--- config.mk ---
export PLATFORM = sky130hd
export DESIGN_NAME = hbf_ctrl
export DESIGN_NICKNAME = d
export VERILOG_FILES = /design/src/hdl/histogram_bilateral_filter_top_macros.svh /design/src/hdl/hbf_pkg.sv /design/src/hdl/hbf_ctrl.sv
export SDC_FILE = /design/constraint.sdc
export NUM_CORES = 1
export LEC_CHECK = 0
export CAP_MARGIN = 20
export CELL_PAD_IN_SITES_DETAIL_PLACEMENT = 0
export CELL_PAD_IN_SITES_GLOBAL_PLACEMENT = 1
export CORE_AREA = 2 2 39 41
export CTS_BUF_LIST = sky130_fd_sc_hd__clkbuf_16
export CTS_CLUSTER_SIZE = 40
export DETAILED_ROUTE_END_ITERATION = 12
export DIE_AREA = 0 0 41 43
export DONT_BUFFER_PORTS = 1
export PLACE_DENSITY = 0.43
export SLEW_MARGIN = 20
export SYNTH_ARGS = -nofsm -noshare
export SYNTH_HDL_FRONTEND = slang
export SYNTH_SLANG_ARGS = --single-unit
--- constraint.sdc ---
create_clock -name clk -period 3 [get_ports clk]
set_input_delay 0.75 -clock clk [delete_from_list [all_inputs] [get_ports clk]]
set_output_delay 0.75 -clock clk [all_outputs]
set_load 0.02 [all_outputs]
--- src/hdl/histogram_bilateral_filter_top_macros.svh ---
`ifndef HISTOGRAM_BILATERAL_FILTER_TOP_MACROS_SVH
`define HISTOGRAM_BILATERAL_FILTER_TOP_MACROS_SVH

// Check that prop holds in the same cycle as cond.
`define HBF_ASSERT_IMPLY(label, cond, prop) \
    label: assert property (@(posedge clk) disable iff (!rst_n) (cond) |-> (prop)) \
        else $error("hbf same-cycle check failed");

// Check that prop holds in the cycle after cond.
`define HBF_ASSERT_NEXT(label, cond, prop) \
    label: assert property (@(posedge clk) disable iff (!rst_n) (cond) |=> (prop)) \
        else $error("hbf next-cycle check failed");

`endif

--- src/hdl/hbf_pkg.sv ---
`default_nettype none

package hbf_pkg;

    localparam int BINS       = 256;
    localparam int PIX_W      = 8;
    localparam int DIFF_W     = 8;
    localparam int WEIGHT_W   = 17;
    localparam int OUT_W      = 16;
    localparam int WIDTH_W    = 10;
    localparam int HEIGHT_W   = 13;
    localparam int RADIUS_W   = 4;
    localparam int CFG_IDX_W  = 2;
    localparam int CFG_DATA_W = 13;

    localparam logic [WEIGHT_W-1:0] WEIGHT_ONE   = 17'd65536;
    localparam logic [HEIGHT_W-1:0] HEIGHT_LIMIT = 13'd8191;

    localparam logic [CFG_IDX_W-1:0] CFG_IMAGE_WIDTH  = 2'd0;
    localparam logic [CFG_IDX_W-1:0] CFG_IMAGE_HEIGHT = 2'd1;
    localparam logic [CFG_IDX_W-1:0] CFG_RADIUS       = 2'd2;

    localparam logic FUNC_WEIGHT = 1'b0;
    localparam logic FUNC_PIXEL  = 1'b1;

    typedef enum logic [2:0] {
        ST_IDLE,
        ST_CENTER,
        ST_CWAIT,
        ST_SCAN,
        ST_DRAIN,
        ST_DIVIDE
    } state_t;

    typedef struct packed {
        logic accept_pixel;
        logic write_weight;
        logic center_read;
        logic capture_center;
        logic scan_issue;
        logic div_start;
        logic load_out;
    } hbf_cmd_t;

    typedef struct packed {
        logic produce;
        logic scan_last;
        logic pipe_empty;
        logic div_done;
        logic out_busy;
    } hbf_sts_t;

endpackage

`default_nettype wire

--- src/hdl/hbf_ctrl.sv ---
`default_nettype none

module hbf_ctrl (
    input  logic              clk,
    input  logic              rst_n,
    input  logic              in_valid,
    input  logic              in_func,
    input  hbf_pkg::hbf_sts_t sts,
    output hbf_pkg::hbf_cmd_t cmd,
    output logic              in_ready
);
    import hbf_pkg::*;

    state_t state_reg;
    state_t state_next;

    always_ff @(posedge clk or negedge rst_n)
    begin
        if (!rst_n)
        begin
            state_reg <= ST_IDLE;
        end
        else
        begin
            state_reg <= state_next;
        end
    end

    always_comb
    begin
        state_next = state_reg;
        case (state_reg)
            ST_IDLE:
            begin
                if (in_valid && in_func == FUNC_PIXEL && sts.produce)
                begin
                    state_next = ST_CENTER;
                end
            end
            ST_CENTER: state_next = ST_CWAIT;
            ST_CWAIT:  state_next = ST_SCAN;
            ST_SCAN:
            begin
                if (sts.scan_last)
                begin
                    state_next = ST_DRAIN;
                end
            end
            ST_DRAIN:
            begin
                if (sts.pipe_empty)
                begin
                    state_next = ST_DIVIDE;
                end
            end
            ST_DIVIDE:
            begin
                if (sts.div_done && !sts.out_busy)
                begin
                    state_next = ST_IDLE;
                end
            end
            default: state_next = ST_IDLE;
        endcase
    end

    always_comb
    begin
        cmd      = '0;
        in_ready = 1'b0;
        case (state_reg)
            ST_IDLE:
            begin
                in_ready         = 1'b1;
                cmd.accept_pixel = in_valid && in_func == FUNC_PIXEL;
                cmd.write_weight = in_valid && in_func == FUNC_WEIGHT;
            end
            ST_CENTER: cmd.center_read    = 1'b1;
            ST_CWAIT:  cmd.capture_center = 1'b1;
            ST_SCAN:   cmd.scan_issue     = 1'b1;
            ST_DRAIN:  cmd.div_start      = sts.pipe_empty;
            ST_DIVIDE: cmd.load_out       = sts.div_done && !sts.out_busy;
            default:   cmd = '0;
        endcase
    end

endmodule

`default_nettype wire

==> metrics, run 1 <==
Avg Inst Size Synth=8.62 um2; logic gate share of total power=0.314; largest net degree at the start of global routing=11; Starting Density=0.175; Post-DRT Antenna Nets=0; vias in the first global route=217; Final Setup Violations=0; Antenna Cells=0; total gr overflow=0; via count=roughly 200; Req. time, crit path=2.25 ns; Switch Pwr=181 uW; first-pass GRT wire length=1010 um; number of port buffers=0; initial antenna violation count=0; Final HPWL DP=427 um; DR iter-0 viols=3; placed cell count=41; CTS sink cnt=3; status=finished, final reports clean; htree depth=1; final slew viol count=0; Placer Congestion=0.685; total CTS buffers=3; sw frac=0.382; Post-route DRC=0; Pre-Repair DR Iteration Count=2; P_leak=0.129 nW; CTS Hold Bufs=0; CTS tree=built; # Max-Cap Violations=0; full die area=1760 um2; Yosys warnings=0; layout cells sized above 1=0.138; CTS root buf=clkbuf_16; Setup crit start kind=flip-flop; clock transition at the registers of the reported paths=0.03 ns; Synth cell types=19; Hold Path Class=primary input to async pin; final non-filler cell total=45; quantity of gates resized following cts=0; fraction of the yosys area taken by sequential cells=0.311; area of the core=1380 um2; fmax=429 MHz; flops & latches, synth=3; Tot Pwr=474 uW; Worst Max-Slew Pin Slew=0.661 ns; Clk Latency, worst-skew pair=0.22 ns; area grow syn2layout=32.1%; nets=39; average via count per standard cell=4.47; Power Internal=293 uW; Worst Skew=between 0.00005 and 0.00006 ns; # rows=14; die width=41 um; pwr/cell area=1480 nW/um2; CP Max Fanout=10; Worst Setup Path Type=flip-flop to output port; Die Height=43 um; Clock Power Share=0.436; final core utilization=0.231; wire length per cell=about 13 um; Slew HR=0.558; crit path time final=roughly 2.3 ns; Total GRT Usage=0.0874; crit path DAT=1.58 ns; IO Pins=17; element type at the critical path end=output port; Setup TNS=0 ns; Syn Nets=37; number of setup buffers added after CTS=0; Final Cycle Share=0.777; Detailed Route WL=588 um; Flop pwr share=0.250; Mapped Cells=28; maximum buffer depth of the clock tree=2; peak supply drop=365 uV; Final Hold Vio Count=0; RSZ-0062 raised after global routing=false; mapped cell area=241 um2; Largest register FFs=3
through the flow:
step / worst slack [ns] / instance area [um2] / hold slack (ns)
detailed placement: 0.856 / 240 / 0.455
floorplan: 0.894 / 241 / 0.454
global route: 0.532 / 319 / 0.219
CTS: 0.651 / 319 / 0.221
finish: 0.670 / 319 / 0.225
global placement: 0.850 / 240 / 0.455
critical path: stages, from the launching register on:
cell and delay (ns):
dfrtp_1 0.47, nor3_2 0.47, nand2_1 0.10, nor2_1 0.31
cells by family (layout without fill, tap and decap cells):
logic type | count (synthesis) | count (layout) | share of synthesized area
simple gates | 16 | 16 | 0.420
compound gates | 6 | 6 | 0.181
flops | 3 | 3 | 0.311
buf+inv | 3 | 4 | 0.0881
synth_stat cells:
| cell | count | area (um2) |
|---|---|---|
| buf_6 | 1 | 11.3 |
| a21oi_1 | 1 | 5.00 |
| and3b_1 | 1 | 8.76 |
| nand3_1 | 1 | 5.00 |
| dfrtp_1 | 3 | 75.1 |
| o2bb2ai_1 | 1 | 8.76 |
| a311o_1 | 1 | 10.0 |
| o21ai_0 | 1 | 5.00 |
| o22ai_1 | 1 | 6.26 |
| nor3b_1 | 3 | 22.5 |
| nor2_1 | 2 | 7.51 |
| buf_2 | 2 | 10.0 |
| nand2_1 | 1 | 3.75 |
| and3_1 | 1 | 6.26 |
| a22o_1 | 1 | 8.76 |
| nor3_2 | 1 | 10.0 |
| nor2b_1 | 2 | 12.5 |
| and2_1 | 1 | 6.26 |
| nand2b_1 | 3 | 18.8 |
final cells by class:
cell class / instances / area, um2
multi-input cells: 22 / 145
fillers: 167 / 1060
clock inverters: 1 / 3.75
clock buffers: 3 / 75.1
well taps: 16 / 20.0
flip-flops and latches: 3 / 75.1
path summary, 6_finish.rpt:
kind / from / to / slack [ns] / cells past startpoint
worst max-delay path: state_reg[2]$_DFFE_PN0P_ / cmd[5] / 0.67 / 3
worst min-delay path: rst_n / state_reg[2]$_DFFE_PN0P_ / 0.23 / 0
worst max register to register: state_reg[1]$_DFFE_PN0P_ / state_reg[0]$_DFFE_PN0P_ / 1.83 / 3
worst min register to register: state_reg[2]$_DFFE_PN0P_ / state_reg[1]$_DFFE_PN0P_ / 0.64 / 1
max in group asynchronous: rst_n / state_reg[1]$_DFFE_PN0P_ / 2.71 / 0
min in group clk: state_reg[2]$_DFFE_PN0P_ / state_reg[1]$_DFFE_PN0P_ / 0.64 / 1
placed cells by master (no fill, tap or decap):
| cell | synthesis | layout |
|---|---|---|
| and3_1 | 1 | 1 |
| nor3_2 | 1 | 1 |
| and2_1 | 1 | 1 |
| a21oi_1 | 1 | 1 |
| o2bb2ai_1 | 1 | 1 |
| nor2_1 | 2 | 2 |
| inv_1 | 0 | 1 |
| nand2_1 | 1 | 1 |
| and3b_1 | 1 | 1 |
| a22o_1 | 1 | 1 |
| clkbuf_16 | 0 | 3 |
| nor2b_1 | 2 | 2 |
| nand3_1 | 1 | 1 |
| nand2b_1 | 3 | 3 |
| dfrtp_1 | 3 | 3 |
| nor3b_1 | 3 | 3 |
| a311o_1 | 1 | 1 |
| o21ai_0 | 1 | 1 |
| o22ai_1 | 1 | 1 |
routing by layer:
layer	up-vias	global-route usage	part of all wire
met5	-	0	0
met4	0	0.0800	0
met3	0	0.0419	0.046
met2	5	0.103	0.52
met1	96	0.110	0.44
li1	100	-	-
power groups by stage:
stage / sequential, mW / combinational, mW / clock [mW]
floorplan: 0.0669 / 0.197 / 0
global placement: 0.115 / 0.149 / 0
global route: 0.126 / 0.165 / 0.215
CTS: 0.118 / 0.152 / 0.210
finish: 0.118 / 0.149 / 0.207
detailed placement: 0.118 / 0.152 / 0
Note: power is estimated with default switching activity, not from simulation.
==> run 2, diff against run 1 <==
Settings changed: PLACE_DENSITY 0.43 to 0.44.
Clock period 3 ns to 1.95 ns, I/O delays scaled along.
==> metrics, run 2 (same netlist as run 1, synthesis figures left out) <==
status=finished, final reports clean; Pre-Repair DR Iteration Count=3; total gr overflow=0; Req. time, crit path=1.46 ns; DR iter-0 viols=3; clock transition at the registers of the reported paths=0.03 ns; peak supply drop=609 uV; Antenna Cells=0; Final Cycle Share=0.900; RSZ-0062 raised after global routing=false; htree depth=1; Worst Max-Slew Pin Slew=0.394 ns; Worst Skew=0.00294 ns; Setup WS post-layout=about 0.20 ns; commonest non-fill, non-tap cells in the layout=buf_4, nor3b_1, nand2b_1, clkbuf_16, dfrtp_1; Placer Congestion=0.693; CP top delay family=flip-flops; vias in the first global route=228; total CTS buffers=3; Clk Latency, worst-skew pair=0.22 ns; pre-CTS setup slack=0.313 ns; CTS sink cnt=3; most common cell after layout, fill and taps aside=buf_4; initial antenna violation count=0; Final Hold Vio Count=0; Detailed Route WL=between 500 and 600 um; element type at the critical path end=output port; crit path DAT=1.27 ns; crit path buf inv count=1; P_leak=0.160 nW; average via count per standard cell=between 4 and 5; full die area=1760 um2; CP Max Fanout=10; CTS tree=built; # Max-Cap Violations=0; final slew viol count=0; wire length per cell=11.1 um; Worst Setup Path Type=flip-flop to output port; Hold Path Class=primary input to flip-flop; number of setup buffers added after CTS=0; Final HPWL DP=between 400 and 500 um; layout cells sized above 1=0.257; first-pass GRT wire length=between 900 and 1000 um; Post-route DRC=0; area of the core=1380 um2; number of port buffers=0; slowest stage delay, CP=between 0.4 and 0.5 ns; Post-DRT Antenna Nets=0; pwr/cell area=2130 nW/um2; Setup TNS=0 ns; Final Setup Violations=0; Starting Density=0.175; Fin Hold WS=0.405 ns; via count=240; die width=41 um; crit path time final=1.75 ns; IO Pins=17; largest net degree at the start of global routing=11; Largest register FFs=3; Die Height=43 um; Setup crit start kind=flip-flop; Total GRT Usage=0.0864; # rows=14; area grow syn2layout=51.8%; CTS root buf=clkbuf_16; nets=45; maximum buffer depth of the clock tree=2; cells along the critical path=nor3_2 -> nand2_1 -> nor2_1 -> buf_4; Slew HR=0.737; CP max-delay cell=dfrtp_1; fmax=approximately 570 MHz
==> run 2: changes by cell type in the layout (fill, tap and decap cells not counted) <==
cell | previous run | this run
dlygate4sd3_1 | 0 | 1
buf_4 | 0 | 5
==> run 2: path summary, 6_finish.rpt <==
path	endpoint	cells past startpoint	from	slack, ns
min reg2reg	state_reg[1]$_DFFE_PN0P_	1	state_reg[2]$_DFFE_PN0P_	0.64
max in group asynchronous	state_reg[1]$_DFFE_PN0P_	1	rst_n	1.28
min	state_reg[2]$_DFFE_PN0P_	1	sts[3]	0.40
max	cmd[5]	4	state_reg[2]$_DFFE_PN0P_	0.20
min in group asynchronous	state_reg[2]$_DFFE_PN0P_	1	rst_n	0.52
max reg2reg	state_reg[0]$_DFFE_PN0P_	3	state_reg[1]$_DFFE_PN0P_	0.81
==> run 2: routing by layer <==
| metal | GRT usage | wire length (um) | vias up |
|---|---|---|---|
| met5 | 0 | 0 | - |
| met4 | 0.0800 | 19 | 0 |
| met3 | 0.0471 | 45 | 2 |
| met2 | 0.109 | 271 | 13 |
| met1 | 0.0968 | 231 | 111 |
| li1 | - | - | 114 |
==> run 2: timing repair <==
item,4_1_cts,5_1_grt
gates resized for setup,0,0
hold buffers,1,0
endpoints found under the setup margin,0,0
hold endpoints to repair,3,0
==> run 2: layout make-up <==
cell class | instances | area, um2
Tap cell | 16 | 20.0
Timing Repair Buffer | 6 | 47.5
Clock buffer | 3 | 75.1
Multi-Input combinational cell | 22 | 145
Clock inverter | 1 | 3.75
Sequential cell | 3 | 75.1
Fill cell | 154 | 1020
==> run 2: through the flow <==
stage          cell area, um2  cells   util  total power [mW]
6_report                  367     51  0.265             0.781
5_1_grt                   367     51  0.265             0.839
4_1_cts                   367     51  0.265             0.791
3_5_place_dp              278     46  0.201             0.468
3_3_place_gp              278     46  0.201             0.462
2_1_floorplan             241     28      -             0.406
==> run 2: worst reg2reg max path, cell delays in order (launching register included) <==
cell and delay, ns:
dfrtp_1 0.49, nand2b_1 0.19, o22ai_1 0.10, a22o_1 0.24
==> run 2: where the power goes <==
| group | switching, mW | internal (mW) |
|---|---|---|
| Clock | 0.0502 | 0.264 |
| Combinational | 0.149 | 0.140 |
| Sequential | 0.0820 | 0.0954 |
| Total | 0.282 | 0.499 |
